==> src/omt_pkg.sv <==
package omt_pkg;

    typedef enum logic [1:0] {
        FUNC_ADD    = 2'd0,
        FUNC_REMOVE = 2'd1,
        FUNC_LOOKUP = 2'd2
    } t_func;

    typedef enum logic [1:0] {
        STAT_OK        = 2'd0,
        STAT_NOT_FOUND = 2'd1,
        STAT_FULL      = 2'd2
    } t_status;

    typedef enum logic [2:0] {
        ST_IDLE,
        ST_ADD,
        ST_REMOVE,
        ST_LOOKUP,
        ST_BAD,
        ST_EMIT_OK
    } t_state;

    // controller to datapath
    typedef struct packed {
        logic    ld_in;
        logic    idx_inc;
        logic    wr_add;
        logic    rm_shift;
        logic    pend_ld;
        logic    emit;
        logic    emit_pend;
        logic    emit_last;
        t_status emit_status;
    } t_dp_cmd;

    // datapath to controller
    typedef struct packed {
        logic idx_end;
        logic key_hit;
        logic pair_hit;
        logic full;
        logic out_free;
        logic pend_valid;
    } t_dp_stat;

endpackage

==> src/omt_ctrl.sv <==
module omt_ctrl
    import omt_pkg::*;
(
    input  logic     i_clk,
    input  logic     i_rst_n,
    input  logic     i_valid,
    input  logic [1:0] i_func,
    output logic     o_ready,
    input  t_dp_stat i_stat,
    output t_dp_cmd  o_cmd
);

    t_state r_state;
    t_state n_state;

    always_ff @(posedge i_clk) begin
        if (!i_rst_n) begin
            r_state <= ST_IDLE;
        end else begin
            r_state <= n_state;
        end
    end

    always_comb begin
        n_state = r_state;
        unique case (r_state)
            ST_IDLE: begin
                if (i_valid) begin
                    unique case (i_func)
                        FUNC_ADD:    n_state = ST_ADD;
                        FUNC_REMOVE: n_state = ST_REMOVE;
                        FUNC_LOOKUP: n_state = ST_LOOKUP;
                        default:     n_state = ST_BAD;
                    endcase
                end
            end
            ST_ADD: begin
                if (!i_stat.full) begin
                    n_state = ST_EMIT_OK;
                end else if (i_stat.out_free) begin
                    n_state = ST_IDLE;
                end
            end
            ST_REMOVE: begin
                if (i_stat.idx_end) begin
                    if (i_stat.out_free) begin
                        n_state = ST_IDLE;
                    end
                end else if (i_stat.pair_hit) begin
                    n_state = ST_EMIT_OK;
                end
            end
            ST_LOOKUP: begin
                if (i_stat.idx_end && i_stat.out_free) begin
                    n_state = ST_IDLE;
                end
            end
            ST_BAD, ST_EMIT_OK: begin
                if (i_stat.out_free) begin
                    n_state = ST_IDLE;
                end
            end
            default: n_state = ST_IDLE;
        endcase
    end

    always_comb begin
        o_ready = 1'b0;
        o_cmd   = '0;
        o_cmd.emit_status = STAT_OK;
        o_cmd.emit_last   = 1'b1;
        unique case (r_state)
            ST_IDLE: begin
                o_ready     = 1'b1;
                o_cmd.ld_in = i_valid;
            end
            ST_ADD: begin
                if (i_stat.full) begin
                    o_cmd.emit        = i_stat.out_free;
                    o_cmd.emit_status = STAT_FULL;
                end else begin
                    o_cmd.wr_add = 1'b1;
                end
            end
            ST_REMOVE: begin
                if (i_stat.idx_end) begin
                    o_cmd.emit        = i_stat.out_free;
                    o_cmd.emit_status = STAT_NOT_FOUND;
                end else if (i_stat.pair_hit) begin
                    o_cmd.rm_shift = 1'b1;
                end else begin
                    o_cmd.idx_inc = 1'b1;
                end
            end
            ST_LOOKUP: begin
                if (i_stat.idx_end) begin
                    o_cmd.emit = i_stat.out_free;
                    if (i_stat.pend_valid) begin
                        o_cmd.emit_pend = 1'b1;
                    end else begin
                        o_cmd.emit_status = STAT_NOT_FOUND;
                    end
                end else if (i_stat.key_hit) begin
                    // a held match goes out only once a later one proves it is not the last
                    if (!i_stat.pend_valid) begin
                        o_cmd.pend_ld = 1'b1;
                        o_cmd.idx_inc = 1'b1;
                    end else if (i_stat.out_free) begin
                        o_cmd.emit      = 1'b1;
                        o_cmd.emit_pend = 1'b1;
                        o_cmd.emit_last = 1'b0;
                        o_cmd.pend_ld   = 1'b1;
                        o_cmd.idx_inc   = 1'b1;
                    end
                end else begin
                    o_cmd.idx_inc = 1'b1;
                end
            end
            ST_BAD: begin
                o_cmd.emit        = i_stat.out_free;
                o_cmd.emit_status = STAT_NOT_FOUND;
            end
            ST_EMIT_OK: begin
                o_cmd.emit = i_stat.out_free;
            end
            default: begin
                o_cmd = '0;
            end
        endcase
    end

endmodule

==> src/omt_dp.sv <==
module omt_dp
    import omt_pkg::*;
#(
    parameter int CAPACITY = 16
) (
    input  logic               i_clk,
    input  logic               i_rst_n,
    input  logic signed [31:0] i_key,
    input  logic signed [31:0] i_value,
    input  t_dp_cmd            i_cmd,
    output t_dp_stat           o_stat,
    output logic               o_valid,
    input  logic               i_ready,
    output logic [1:0]         o_status,
    output logic signed [31:0] o_found_value,
    output logic               o_last,
    output logic [4:0]         o_entry_count
);

    localparam int CW = $clog2(CAPACITY + 1);
    localparam int IW = (CAPACITY > 1) ? $clog2(CAPACITY) : 1;

    logic [31:0]   r_keys [CAPACITY];
    logic [31:0]   r_vals [CAPACITY];
    logic [CW-1:0] r_count;
    logic [CW-1:0] r_idx;
    logic [31:0]   r_key;
    logic [31:0]   r_value;
    logic [31:0]   r_pend;
    logic          r_pend_valid;

    logic [IW-1:0] w_rd;
    logic [IW-1:0] w_wr;
    logic          w_key_eq;

    assign w_rd     = r_idx[IW-1:0];
    assign w_wr     = r_count[IW-1:0];
    assign w_key_eq = (r_keys[w_rd] == r_key);

    assign o_stat.idx_end    = (r_idx == r_count);
    assign o_stat.key_hit    = w_key_eq;
    assign o_stat.pair_hit   = w_key_eq && (r_vals[w_rd] == r_value);
    assign o_stat.full       = (r_count >= CW'(CAPACITY));
    assign o_stat.out_free   = !o_valid || i_ready;
    assign o_stat.pend_valid = r_pend_valid;

    always_ff @(posedge i_clk) begin
        if (i_cmd.ld_in) begin
            r_key   <= i_key;
            r_value <= i_value;
        end
        if (i_cmd.pend_ld) begin
            r_pend <= r_vals[w_rd];
        end
        if (i_cmd.wr_add) begin
            r_keys[w_wr] <= r_key;
            r_vals[w_wr] <= r_value;
        end
        // each cell at or above the match takes its upper neighbor
        if (i_cmd.rm_shift) begin
            for (int j = 0; j < CAPACITY - 1; j++) begin
                if (CW'(j) >= r_idx) begin
                    r_keys[j] <= r_keys[j+1];
                    r_vals[j] <= r_vals[j+1];
                end
            end
        end
    end

    always_ff @(posedge i_clk) begin
        if (!i_rst_n) begin
            r_count      <= '0;
            r_idx        <= '0;
            r_pend_valid <= 1'b0;
        end else begin
            if (i_cmd.ld_in) begin
                r_idx        <= '0;
                r_pend_valid <= 1'b0;
            end else begin
                if (i_cmd.idx_inc) begin
                    r_idx <= r_idx + 1'b1;
                end
                if (i_cmd.pend_ld) begin
                    r_pend_valid <= 1'b1;
                end
            end
            if (i_cmd.wr_add) begin
                r_count <= r_count + 1'b1;
            end else if (i_cmd.rm_shift) begin
                r_count <= r_count - 1'b1;
            end
        end
    end

    // result register
    always_ff @(posedge i_clk) begin
        if (!i_rst_n) begin
            o_valid <= 1'b0;
        end else if (i_cmd.emit) begin
            o_valid <= 1'b1;
        end else if (i_ready) begin
            o_valid <= 1'b0;
        end
    end

    always_ff @(posedge i_clk) begin
        if (i_cmd.emit) begin
            o_status      <= i_cmd.emit_status;
            o_found_value <= i_cmd.emit_pend ? r_pend : 32'd0;
            o_last        <= i_cmd.emit_last;
            o_entry_count <= 5'(r_count);
        end
    end

endmodule

==> src/ordered_multimap_table.sv <==
// Ordered multimap: up to CAPACITY (key, value) pairs kept in insertion order,
// duplicates allowed. func 0 appends a pair (status full when at capacity), func 1
// deletes the oldest pair matching key and value and closes the gap (status not
// found when none), func 2 returns every value stored under the key, oldest first,
// with last set on the final one, or a single not-found result. Every result
// carries the entry count after the operation. Items are handled one at a time.
// An add loads its operands in the accepting cycle, writes the pair in ST_ADD
// and registers its result from ST_EMIT_OK (a full status from ST_ADD). Remove
// and lookup walk the table through a single compare port, one entry per cycle
// while no held lookup match waits on the output, and lookup results leave at
// most one per cycle as the scan finds them. A result that must go out while the
// output register still holds an untaken one stalls until it is taken. A result
// waits in an output register, so the next item can be accepted while the last
// result is still held.
module ordered_multimap_table
    import omt_pkg::*;
#(
    parameter int CAPACITY = 16
) (
    input  logic               i_clk,
    input  logic               i_rst_n,
    input  logic               i_valid,
    output logic               o_ready,
    input  logic [1:0]         i_func,
    input  logic signed [31:0] i_key,
    input  logic signed [31:0] i_value,
    output logic               o_valid,
    input  logic               i_ready,
    output logic [1:0]         o_status,
    output logic signed [31:0] o_found_value,
    output logic               o_last,
    output logic [4:0]         o_entry_count
);

    t_dp_cmd  w_cmd;
    t_dp_stat w_stat;

    omt_ctrl u_ctrl (
        .i_clk   (i_clk),
        .i_rst_n (i_rst_n),
        .i_valid (i_valid),
        .i_func  (i_func),
        .o_ready (o_ready),
        .i_stat  (w_stat),
        .o_cmd   (w_cmd)
    );

    omt_dp #(
        .CAPACITY (CAPACITY)
    ) u_dp (
        .i_clk         (i_clk),
        .i_rst_n       (i_rst_n),
        .i_key         (i_key),
        .i_value       (i_value),
        .i_cmd         (w_cmd),
        .o_stat        (w_stat),
        .o_valid       (o_valid),
        .i_ready       (i_ready),
        .o_status      (o_status),
        .o_found_value (o_found_value),
        .o_last        (o_last),
        .o_entry_count (o_entry_count)
    );

`ifndef ASSERT_OFF
    a_busy_after_accept: assert property (@(posedge i_clk) disable iff (!i_rst_n)
        i_valid && o_ready |=> !o_ready)
        else $error("input accepted again in the cycle after a transaction");

    a_zero_value: assert property (@(posedge i_clk) disable iff (!i_rst_n)
        o_valid && (o_status != STAT_OK) |-> (o_found_value == 32'sd0))
        else $error("found value not zero on a failed result");

    a_full_count: assert property (@(posedge i_clk) disable iff (!i_rst_n)
        o_valid && (o_status == STAT_FULL) |-> (o_entry_count == 5'(CAPACITY)))
        else $error("table full reported below capacity");

    a_not_found_last: assert property (@(posedge i_clk) disable iff (!i_rst_n)
        o_valid && (o_status != STAT_OK) |-> o_last)
        else $error("failed result not marked last");
`endif

endmodule
==> config.mk <==
export PLATFORM = sky130hd
export DESIGN_NAME = ordered_multimap_table
export DESIGN_NICKNAME = d
export VERILOG_FILES = /design/src/omt_pkg.sv /design/src/omt_ctrl.sv /design/src/omt_dp.sv /design/src/ordered_multimap_table.sv
export SDC_FILE = /design/constraint.sdc
export NUM_CORES = 1
export LEC_CHECK = 0
export BUFFER_PORTS_ARGS = -buffer_cell sky130_fd_sc_hd__buf_2
export CAP_MARGIN = 20
export CORE_AREA = 8 8 351 353
export CTS_CLUSTER_DIAMETER = 80
export DETAILED_ROUTE_END_ITERATION = 10
export DIE_AREA = 0 0 359 361
export PLACE_DENSITY_LB_ADDON = 0.3
export SYNTH_ARGS = -nofsm -noshare
export SYNTH_HDL_FRONTEND = slang
export SYNTH_SLANG_ARGS = --single-unit
==> constraint.sdc <==
create_clock -name i_clk -period 11.1 [get_ports i_clk]
set_input_delay 2.22 -clock i_clk [delete_from_list [all_inputs] [get_ports i_clk]]
set_output_delay 2.22 -clock i_clk [all_outputs]
set_load 0.01 [all_outputs]
# [Yosys cells after proc, flatten, opt, wreduce, memory -nomap -nowiden]
# Memories as Yosys holds them, arrays and structs flattened. A register that Yosys moved wholly into a read port is not among the register bits.
# Cells that the tools add are included.
[word_totals] memories=2 latch_bits=0 mem_bits_rw=1024 output_inout_bits=42 elab_cells=162 input_bits=70 rom_bits=0 ff_bits=151
[op_classes] order_cmp=16 reduce_logical=14 eq_ne=13 multipliers=0 add_sub_neg=3 n_bitwise=1 div=0 n_shift=0 muxes=101
[mem_list] name="u_dp.r_keys" depth=16 word_bits=32 rd=16 rd_ports_with_merged_regs=1 wr=15 line_no="omt_dp.sv:23" rtl="logic [31:0] r_keys [CAPACITY];"
[mem_list] name="u_dp.r_vals" depth=16 word_bits=32 rd=16 rd_ports_with_merged_regs=1 wr=15 line_no="omt_dp.sv:24" rtl="logic [31:0] r_vals [CAPACITY];"
[ops] op="$mux W1" count=74
[ops] op="$eq A32 B32 Y1" count=2
[ops] op="$mux W32" count=2
[ops] op="$reduce_or A32 Y1" count=2
[ops] op="$ge A4 B5 Y1 const A" count=7
[ops] op="$mux W4" count=8
[ops] op="$mux W3" count=7
[ops] op="$ge A3 B5 Y1 const A" count=4
[ops] op="$pmux W3 S5" count=1
[ops] op="$add A5 B1 Y5 const B" count=2
[ops] op="$ge A1 B5 Y1 const A" count=2
[ops] op="$ge A2 B5 Y1 const A" count=2
[ops] op="$mux W5" count=2
[ops] op="$pmux W3 S3" count=1
[ops] op="$pmux W2 S4" count=1
[ops] op="$eq A3 B2 Y1 const B" count=2
[ops] op="$eq A3 B3 Y1 const B" count=2
[ops] op="$eq A5 B5 Y1" count=1
[ops] op="$ge A5 B5 Y1 const B" count=1
[ops] op="$reduce_or A5 Y1" count=1
[ops] op="$sub A5 B1 Y5 const B" count=1
[ops] op="$mux W2" count=2
[ops] op="$pmux W1 S4" count=1
[ops] op="$pmux W2 S2" count=1
[ops] op="other kinds (16)" count=19

# [Depth between registers and ports, before layout]
# Gate-level depths: netlist (run 1).
[logic_depth] depth_word=9 mapped_depth=19 mapped_depth_nobuf=11

# [Hierarchy]
# A second synthesis (run 1) with hierarchy kept.
[unflattened] cells_unflattened=3703 area_unflattened_um2=57989.4
[by_module_without_submodules] module="omt_dp" cells_each=3638 area_each_um2=57443.8 seq_area_each_um2=35153.7 instances=1
[by_module_without_submodules] module="omt_ctrl" cells_each=65 area_each_um2=545.5 seq_area_each_um2=60.1 instances=1

# [Least setup slack after synthesis (run 1)]
# No wires, ideal clock.
[synth_path] kind="reg-to-reg" start="register (tool-made name)" end="memory u_dp.r_keys[1][0] (enable)" path_buffers=8 arrival_time_ns=5.147 slack_ns=5.454 setup_time_ns=0.499 period_less_slack_ns=5.646 path_stages_with_launch=17 required_ns=10.601 path_cell_list="dfxtp_1 > buf_6 > buf_6 > buf_6 > buf_2 > buf_2 > mux4_2 > mux2_2 > xor2_1 > o31ai_1 > nand4_1 > nor4_2 > buf_2 > nor4b_4 > buf_6 > buf_6 > o21bai_1"
[synth_lines] item="end: declaration" line_no="omt_dp.sv:23"

==> results of run 1 <==
-- cell families after synthesis --
| logic type | share of synthesized area |
|---|---|
| AO/OA/AOI/OAI | 0.0257 |
| XOR/XNOR | 0.0147 |
| adder cells (fa/ha/maj) | 0.00228 |
| buffers and inverters | 0.0317 |
| flip-flops | 0.605 |
| multiplexers | 0.296 |
| AND/OR/NAND/NOR | 0.0249 |
-- path summary, 6_finish.rpt --
| kind | slack [ps] | endpoint | startpoint | depth (start not counted) |
|---|---|---|---|---|
| min reg2reg | 520 | u_dp.o_found_value[7] | u_dp.r_pend[7] | 1 |
| min | 520 | u_dp.o_found_value[7] | u_dp.r_pend[7] | 1 |
| max | 3600 | u_dp.r_keys[4][10] | flop | 12 |
| max reg2reg | 3600 | u_dp.r_keys[4][10] | flop | 12 |
-- area by class of cell --
type	count	area, sq um
fill	9219	53500
sequential	1179	35200
multi-input combinational	1952	21500
clock buffer	168	3570
tap	1536	1920
timing repair buffer	194	1230
clock inverter	69	480
inverter	15	58.8
antenna	1	2.50
-- layout by cell type, fill, tap and decap left out, types with 10 or more instances in the layout --
cell type	count
sky130_fd_sc_hd__edfxtp_1	1160
sky130_fd_sc_hd__mux2_2	930
sky130_fd_sc_hd__mux4_2	193
sky130_fd_sc_hd__mux2i_1	187
sky130_fd_sc_hd__clkbuf_16	138
sky130_fd_sc_hd__buf_2	111
sky130_fd_sc_hd__buf_4	78
sky130_fd_sc_hd__nand2_1	66
sky130_fd_sc_hd__xnor2_1	51
sky130_fd_sc_hd__a22oi_1	50
sky130_fd_sc_hd__mux2_1	49
sky130_fd_sc_hd__xor2_1	47
sky130_fd_sc_hd__and2_1	40
sky130_fd_sc_hd__a21oi_1	37
sky130_fd_sc_hd__nor2_1	35
sky130_fd_sc_hd__clkinv_1	31
sky130_fd_sc_hd__clkbuf_1	30
sky130_fd_sc_hd__o21ai_0	27
sky130_fd_sc_hd__nand3_1	21
sky130_fd_sc_hd__nor3_1	18
sky130_fd_sc_hd__clkinv_2	18
sky130_fd_sc_hd__o21bai_4	15
sky130_fd_sc_hd__dfxtp_1	15
sky130_fd_sc_hd__nand2b_1	12
sky130_fd_sc_hd__inv_1	12
sky130_fd_sc_hd__a221oi_1	11
sky130_fd_sc_hd__a22o_1	10
-- power groups by stage --
stage	clock, mW	combinational [mW]	sequential, mW
finish	4.18	0.970	5.24
global route	4.39	1.04	5.25
CTS	4.23	0.978	5.24
detailed placement	0	0.974	5.33
global placement	0	0.950	5.33
floorplan	0	0.733	5.24
-- worst register-to-register path, cell delays in order, from the launching register on --
cell and delay, ps:
sky130_fd_sc_hd__dfxtp_4 680, sky130_fd_sc_hd__buf_12 640, sky130_fd_sc_hd__mux4_2 600, sky130_fd_sc_hd__mux4_2 500, sky130_fd_sc_hd__xor2_1 160, sky130_fd_sc_hd__nor2_1 590
sky130_fd_sc_hd__nand4_1 200, sky130_fd_sc_hd__a211oi_2 300, sky130_fd_sc_hd__nand4_1 410, sky130_fd_sc_hd__nor4_4 670, sky130_fd_sc_hd__and3_4 880, sky130_fd_sc_hd__o21bai_4 450
sky130_fd_sc_hd__buf_4 980
-- routing by layer --
| metal | up-vias | track usage |
|---|---|---|
| met3 | 271 | 0.0410 |
| met5 | - | 0 |
| li1 | 13800 | - |
| met4 | 2 | 0.0733 |
| met2 | 1628 | 0.401 |
| met1 | 17400 | 0.330 |
-- flip-flops by register name, summed over array words and instances (netlist names), named ones only --
signal              flops
u_dp.r_vals           512
u_dp.r_key             32
u_dp.o_entry_count      5
u_dp.r_keys           512
u_dp.r_pend_valid       1
u_dp.o_last             1
u_dp.o_status           2
u_dp.o_found_value     32
u_dp.r_idx              5
u_dp.r_count            5
u_dp.o_valid            1
u_dp.r_pend            32
u_dp.r_value           32
u_ctrl.r_state          3
-- stage by stage --
step / util / cell area, sq um
after CTS: 0.544 / 63900
after detailed placement: 0.510 / 59900
after global placement: 0.510 / 59900
after floorplan: - / 58200
final: 0.545 / 64000
after global routing: 0.545 / 64000
==> flow_results.xml, run 1 <==
<?xml version="1.0" encoding="UTF-8"?>
<metrics>
  <group name="status">
    <metric name="run_status" unit="">complete, no violations</metric>
  </group>
  <group name="synth">
    <metric name="yosys.cell_count.top_type" unit="">sky130_fd_sc_hd__edfxtp_1</metric>
    <metric name="synth.avg_cell_area" unit="sq um">16.8</metric>
    <metric name="yosysWarnings" unit="">0</metric>
    <metric name="synthesis.area" unit="sq mm">0.0582</metric>
    <metric name="synthDistinctLibCells" unit="">69</metric>
    <metric name="synth_top_area_cell" unit="">sky130_fd_sc_hd__edfxtp_1</metric>
    <metric name="ys_seq_elements" unit="">1179</metric>
    <metric name="yosys_most_used_dff" unit="">sky130_fd_sc_hd__edfxtp_1</metric>
    <metric name="synth.yosys.seq_area_share" unit="">0.605</metric>
    <metric name="synth.cells.most_frequent" unit="">sky130_fd_sc_hd__edfxtp_1, sky130_fd_sc_hd__mux2_2, sky130_fd_sc_hd__mux4_2, sky130_fd_sc_hd__mux2i_1, sky130_fd_sc_hd__clkbuf_1</metric>
    <metric name="ys_async_sr_fraction" unit="">0</metric>
    <metric name="synth_top_cells_by_area" unit="">sky130_fd_sc_hd__edfxtp_1, sky130_fd_sc_hd__mux2_2, sky130_fd_sc_hd__mux4_2</metric>
    <metric name="synth_nets" unit="">3543</metric>
    <metric name="synth_cells" unit="">3463</metric>
    <metric name="synth_enable_flop_cells" unit="">1160</metric>
    <metric name="synth_largest_type_area_fraction" unit="">0.598</metric>
  </group>
  <group name="cts">
    <metric name="hold_buffers" unit="">0</metric>
    <metric name="cts_tree" unit="">built</metric>
    <metric name="cts_num_sinks" unit="">1179</metric>
    <metric name="tritoncts.num_buffers" unit="">132</metric>
    <metric name="post_cts_resize_count" unit="">0</metric>
    <metric name="path_clk_slew" unit="ps">60</metric>
    <metric name="cts.repair_timing.setup_buffer_count" unit="">0</metric>
    <metric name="clock_path_buffers" unit="">3</metric>
    <metric name="cts_htree_levels" unit="">4</metric>
    <metric name="root_buffer" unit="">sky130_fd_sc_hd__clkbuf_16</metric>
    <metric name="clock_latency" unit="ps">760</metric>
  </group>
  <group name="sta">
    <metric name="finClkSkew" unit="ps">35.3</metric>
    <metric name="postLayoutSetupSlackWorst" unit="ps">3600</metric>
    <metric name="timing.fmax" unit="MHz">133</metric>
    <metric name="worstMarginPinSlew" unit="ps">1190</metric>
    <metric name="min_period" unit="ps">7500</metric>
    <metric name="rsz0062_at_grt" unit="">no</metric>
    <metric name="setup_tns" unit="ps">0</metric>
    <metric name="timing.final.setup_violations" unit="">0</metric>
    <metric name="post-route-period-util" unit="">0.676</metric>
    <metric name="timing.hold.ws" unit="ps">517</metric>
    <metric name="timing_max_transition_violations_final" unit="">0</metric>
    <metric name="max-slew-margin-rel" unit="">0.205</metric>
    <metric name="final_hold_viol_count" unit="">0</metric>
  </group>
  <group name="finish">
    <metric name="syn2layout_area_growth" unit="%">9.81</metric>
    <metric name="final_net_count" unit="">3554</metric>
    <metric name="stdcell_count" unit="">5114</metric>
    <metric name="layout_cells_sized_above_1" unit="">0.432</metric>
  </group>
  <group name="grt">
    <metric name="grt_pass1_vias" unit="">33500</metric>
    <metric name="grt-ovfl-total" unit="">0</metric>
    <metric name="grt.total_usage" unit="">0.242</metric>
    <metric name="grt_pass1_wl" unit="microns">235000</metric>
    <metric name="grt_start_max_net_pins" unit="">138</metric>
    <metric name="grt_antenna_before_repair" unit="">1</metric>
  </group>
  <group name="routing">
    <metric name="highest_routed_layer" unit="">met5</metric>
    <metric name="wire_per_inst" unit="microns">31.7</metric>
    <metric name="vias" unit="">33100</metric>
    <metric name="met1_length" unit="microns">66500</metric>
    <metric name="first_pass_iters" unit="">6</metric>
    <metric name="drt.antenna.violating_nets" unit="">0</metric>
    <metric name="drt-vias-per-instance" unit="">6.47</metric>
    <metric name="routed_wire_length" unit="microns">162000</metric>
    <metric name="met2WireLength" unit="microns">78500</metric>
    <metric name="routed-wl-met3" unit="microns">12600</metric>
    <metric name="drc" unit="">0</metric>
    <metric name="drt_iter0_markers" unit="">3452</metric>
  </group>
  <group name="die">
    <metric name="io_pins" unit="">112</metric>
    <metric name="initial_utilization" unit="">0.496</metric>
    <metric name="floorplan.die.height" unit="microns">361</metric>
    <metric name="standard_cell_row_count" unit="">126</metric>
    <metric name="core" unit="sq mm">0.117</metric>
    <metric name="fp.dieW" unit="microns">359</metric>
    <metric name="overall_die_area" unit="sq mm">0.130</metric>
  </group>
  <group name="power">
    <metric name="netSwitchingFraction" unit="">0.237</metric>
    <metric name="part_of_the_total_power_dissipated_in_sequential_elements" unit="">0.504</metric>
    <metric name="p_clk_frac" unit="">0.402</metric>
    <metric name="internal-power" unit="mW">7.93</metric>
    <metric name="power_leakage" unit="nW">20.1</metric>
    <metric name="power.switching" unit="mW">2.46</metric>
    <metric name="power_density" unit="mW/mm^2">162</metric>
    <metric name="totalPowerFinal" unit="mW">10.4</metric>
    <metric name="ir_drop" unit="mV">0.146</metric>
    <metric name="combinationalPowerShare" unit="">0.093</metric>
  </group>
  <group name="critical_path">
    <metric name="slowest_stage" unit="">sky130_fd_sc_hd__buf_4</metric>
    <metric name="cpPeakStageDelay" unit="ps">960</metric>
    <metric name="worstPathRequired" unit="ps">11440</metric>
    <metric name="critical_path.endpoint_type" unit="">flop</metric>
    <metric name="setup.worst_path.class" unit="">reg -&gt; reg</metric>
    <metric name="crit_path_cell_trace" unit="">buf_12 -&gt; mux4_2 -&gt; mux4_2 -&gt; xor2_1 -&gt; nor2_1 -&gt; nand4_1 -&gt; a211oi_2 -&gt; nand4_1 -&gt; nor4_4 -&gt; and3_4 -&gt; o21bai_4 -&gt; buf_4</metric>
    <metric name="cp_max_fo" unit="">137</metric>
    <metric name="number_of_buffer_and_inverter_instances_along_the_worst_setup_path" unit="">2</metric>
    <metric name="cp-start-kind" unit="">flop</metric>
    <metric name="data_arrival_time_at_the_worst_slack_endpoint" unit="ps">7850</metric>
    <metric name="timing.critical_path.max_delay_family" unit="">simple AND/OR/NAND/NOR gates</metric>
  </group>
  <group name="placed_design">
    <metric name="place_inst" unit="">4875</metric>
    <metric name="place.detailed.hpwl" unit="microns">93100</metric>
    <metric name="io_buffers" unit="">111</metric>
    <metric name="gpl.final_weighted_congestion" unit="">0.821</metric>
    <metric name="placement.setup.worst_slack" unit="ps">3370</metric>
  </group>
  <group name="min_path">
    <metric name="hold_path.class" unit="">reg -&gt; reg</metric>
  </group>
  <group name="job">
    <metric name="timing.max_cap.violations" unit="">0</metric>
  </group>
</metrics>
Power figures use the tool's default switching activity.
==> run 2, diff against run 1 <==
==> constraint.sdc (replaced) <==
create_clock -name i_clk -period 6.5 [get_ports i_clk]
set_input_delay 1.3 -clock i_clk [delete_from_list [all_inputs] [get_ports i_clk]]
set_output_delay 1.3 -clock i_clk [all_outputs]
set_load 0.01 [all_outputs]
==> flow_results.xml, run 2 (synthesized netlist as in run 1, its figures left out) <==
<?xml version="1.0" encoding="UTF-8"?>
<metrics>
  <group name="min_path">
    <metric name="min_from" unit="">u_dp.r_pend[7]</metric>
    <metric name="worst_hold_path_endpoint" unit="">u_dp.o_found_value[7]</metric>
    <metric name="hold_depth" unit="">1</metric>
    <metric name="hold_path.class" unit="">reg -&gt; reg</metric>
  </group>
  <group name="routing">
    <metric name="drt.antenna.violating_nets" unit="">0</metric>
    <metric name="first_pass_iters" unit="">5</metric>
    <metric name="wire_per_inst" unit="microns">31.4</metric>
    <metric name="routed_wire_length" unit="microns">163000</metric>
    <metric name="drc" unit="">0</metric>
    <metric name="drt_iter0_markers" unit="">3584</metric>
    <metric name="vias" unit="">33400</metric>
    <metric name="drt-vias-per-instance" unit="">6.44</metric>
  </group>
  <group name="critical_path">
    <metric name="timing.reg2reg.setup_slack" unit="ps">350</metric>
    <metric name="cp_max_fo" unit="">65</metric>
    <metric name="critical_path.endpoint_type" unit="">flop</metric>
    <metric name="cp-start-kind" unit="">flop</metric>
    <metric name="r2r_end" unit="">u_dp.r_keys[14][2]</metric>
    <metric name="data_arrival_time_at_the_worst_slack_endpoint" unit="ps">6520</metric>
    <metric name="setup.worst_path.class" unit="">reg -&gt; reg</metric>
    <metric name="worstPathRequired" unit="ps">6870</metric>
    <metric name="timing.reg2reg.worst_path_depth" unit="">14</metric>
  </group>
  <group name="finish">
    <metric name="layout_cells_sized_above_1" unit="">0.445</metric>
    <metric name="fillerInstances" unit="">9065</metric>
    <metric name="registers_with_the_highest_flip_flop_counts" unit="">u_dp.r_keys x512, u_dp.r_vals x512</metric>
    <metric name="final_net_count" unit="">3638</metric>
    <metric name="syn2layout_area_growth" unit="%">12.4</metric>
    <metric name="final_common_cell" unit="">sky130_fd_sc_hd__edfxtp_1</metric>
    <metric name="mostFrequentLayoutCells" unit="">sky130_fd_sc_hd__edfxtp_1, sky130_fd_sc_hd__mux2_2, sky130_fd_sc_hd__mux4_2</metric>
  </group>
  <group name="placed_design">
    <metric name="io_buffers" unit="">111</metric>
    <metric name="gpl.final_weighted_congestion" unit="">0.829</metric>
    <metric name="place.detailed.hpwl" unit="microns">100000</metric>
  </group>
  <group name="sta">
    <metric name="timing_max_transition_violations_final" unit="">0</metric>
    <metric name="min_period" unit="ps">6150</metric>
    <metric name="max-slew-margin-rel" unit="">0.345</metric>
    <metric name="final_hold_viol_count" unit="">0</metric>
    <metric name="rsz0062_at_grt" unit="">no</metric>
    <metric name="finClkSkew" unit="ps">38.7</metric>
    <metric name="worstMarginPinSlew" unit="ps">983</metric>
    <metric name="setup_tns" unit="ps">0</metric>
    <metric name="timing.final.setup_violations" unit="">0</metric>
    <metric name="post-route-period-util" unit="">0.946</metric>
    <metric name="timing.fmax" unit="MHz">163</metric>
  </group>
  <group name="cts">
    <metric name="tritoncts.num_buffers" unit="">132</metric>
    <metric name="cts.repair_timing.setup_buffer_count" unit="">0</metric>
    <metric name="cts_num_sinks" unit="">1179</metric>
    <metric name="cts_tree" unit="">built</metric>
    <metric name="hold_buffers" unit="">0</metric>
    <metric name="clock_latency" unit="ps">750</metric>
    <metric name="post_cts_resize_count" unit="">0</metric>
    <metric name="cts_htree_levels" unit="">4</metric>
    <metric name="root_buffer" unit="">sky130_fd_sc_hd__clkbuf_16</metric>
    <metric name="path_clk_slew" unit="ps">60</metric>
    <metric name="clock_path_buffers" unit="">3</metric>
  </group>
  <group name="power">
    <metric name="power.switching" unit="mW">4.15</metric>
    <metric name="netSwitchingFraction" unit="">0.237</metric>
    <metric name="totalPowerFinal" unit="mW">17.6</metric>
    <metric name="combinationalPowerShare" unit="">0.092</metric>
    <metric name="p_clk_frac" unit="">0.396</metric>
    <metric name="part_of_the_total_power_dissipated_in_sequential_elements" unit="">0.512</metric>
    <metric name="ir_drop" unit="mV">0.264</metric>
    <metric name="power_leakage" unit="nW">20.7</metric>
    <metric name="internal-power" unit="mW">13.4</metric>
    <metric name="power_density" unit="mW/mm^2">268</metric>
  </group>
  <group name="die">
    <metric name="core" unit="sq mm">0.117</metric>
    <metric name="floorplan.die.height" unit="microns">361</metric>
    <metric name="io_pins" unit="">112</metric>
    <metric name="fp.dieW" unit="microns">359</metric>
    <metric name="overall_die_area" unit="sq mm">0.130</metric>
    <metric name="standard_cell_row_count" unit="">126</metric>
    <metric name="initial_utilization" unit="">0.496</metric>
  </group>
  <group name="grt">
    <metric name="grt_pass1_wl" unit="microns">236000</metric>
    <metric name="globalRouteMet1Util" unit="">0.336</metric>
    <metric name="global_route.peak_usage_layer" unit="">met2</metric>
    <metric name="grt_pass1_vias" unit="">33400</metric>
    <metric name="gr-usage-met2" unit="">0.397</metric>
    <metric name="grt.met3_usage" unit="">0.0390</metric>
    <metric name="grt_start_max_net_pins" unit="">66</metric>
    <metric name="grt.total_usage" unit="">0.245</metric>
    <metric name="grt_antenna_before_repair" unit="">2</metric>
    <metric name="grt-ovfl-total" unit="">0</metric>
  </group>
  <group name="job">
    <metric name="timing.max_cap.violations" unit="">0</metric>
  </group>
  <group name="status">
    <metric name="run_status" unit="">complete, no violations</metric>
  </group>
</metrics>
## run 2: cell count changes in the layout (fill, tap and decap cells not counted), moves of 2 or more
cell | before | now
sky130_fd_sc_hd__buf_12 | 4 | 87
sky130_fd_sc_hd__clkbuf_1 | 30 | 26
sky130_fd_sc_hd__clkbuf_16 | 138 | 134
sky130_fd_sc_hd__clkinvlp_4 | 3 | 0
sky130_fd_sc_hd__inv_6 | 5 | 8
sky130_fd_sc_hd__buf_4 | 78 | 80
sky130_fd_sc_hd__clkinv_2 | 18 | 20
## run 2: power groups by stage
stage	Combinational [mW]	Sequential, mW	Clock (mW)
after global placement	1.58	9.14	0
after global routing	1.74	9.01	7.34
after CTS	1.64	8.98	7.06
after detailed placement	1.63	9.14	0
final	1.62	8.98	6.95
after floorplan	1.25	8.95	0
## run 2: cell type report
class | count | area, sq um | area share
clock buffer | 160 | 3450 | 0.0527
tap | 1536 | 1920 | 0.0294
sequential | 1179 | 35200 | 0.538
timing repair buffer | 278 | 2900 | 0.0443
antenna | 2 | 5.00 | 0.0000764
multi-input combinational | 1952 | 21500 | 0.328
clock inverter | 67 | 444 | 0.00678
inverter | 15 | 58.8 | 0.000898
## run 2: through the flow
stage	worst slack [ps]	std cells	cell area, sq um	util	hold WS [ps]
3_3_place_gp	518	4960	61600	0.524	499
6_report	348	5189	65500	0.557	516
5_1_grt	298	5187	65500	0.557	525
2_1_floorplan	854	3463	58200	-	406
3_5_place_dp	558	4960	61600	0.524	505
4_1_cts	499	5187	65500	0.557	518
## run 2: layer usage
layer  wire length (microns)  share of wire
met5                      13       0.000080
met4                    5740          0.035
met3                   11600          0.071
met2                   77600           0.48
met1                   68100           0.42
## run 2: worst max-delay path by stage
| stage | to | slack [ps] | cells after the start |
|---|---|---|---|
| CTS | u_dp.r_vals[1][24] | 500 | 13 |
| global placement | u_dp.r_vals[1][24] | 520 | 13 |
| global route | u_dp.r_keys[13][21] | 300 | 14 |
| floorplan | u_dp.r_keys[1][0] | 850 | 16 |
| detailed placement | u_dp.r_keys[14][5] | 560 | 14 |
| finish | u_dp.r_keys[14][2] | 350 | 14 |
## run 2: worst max-delay path: stages, from the launching register on
cell	delay [ps]
sky130_fd_sc_hd__dfxtp_4	740
sky130_fd_sc_hd__buf_12	420
sky130_fd_sc_hd__buf_12	380
sky130_fd_sc_hd__mux4_2	370
sky130_fd_sc_hd__mux2i_1	180
sky130_fd_sc_hd__xnor2_1	260
sky130_fd_sc_hd__nor4_1	700
sky130_fd_sc_hd__o21ai_0	320
sky130_fd_sc_hd__nand4bb_1	360
sky130_fd_sc_hd__buf_4	240
sky130_fd_sc_hd__nor4_4	280
sky130_fd_sc_hd__buf_4	300
sky130_fd_sc_hd__o21a_4	360
sky130_fd_sc_hd__o21bai_4	220
sky130_fd_sc_hd__buf_12	340
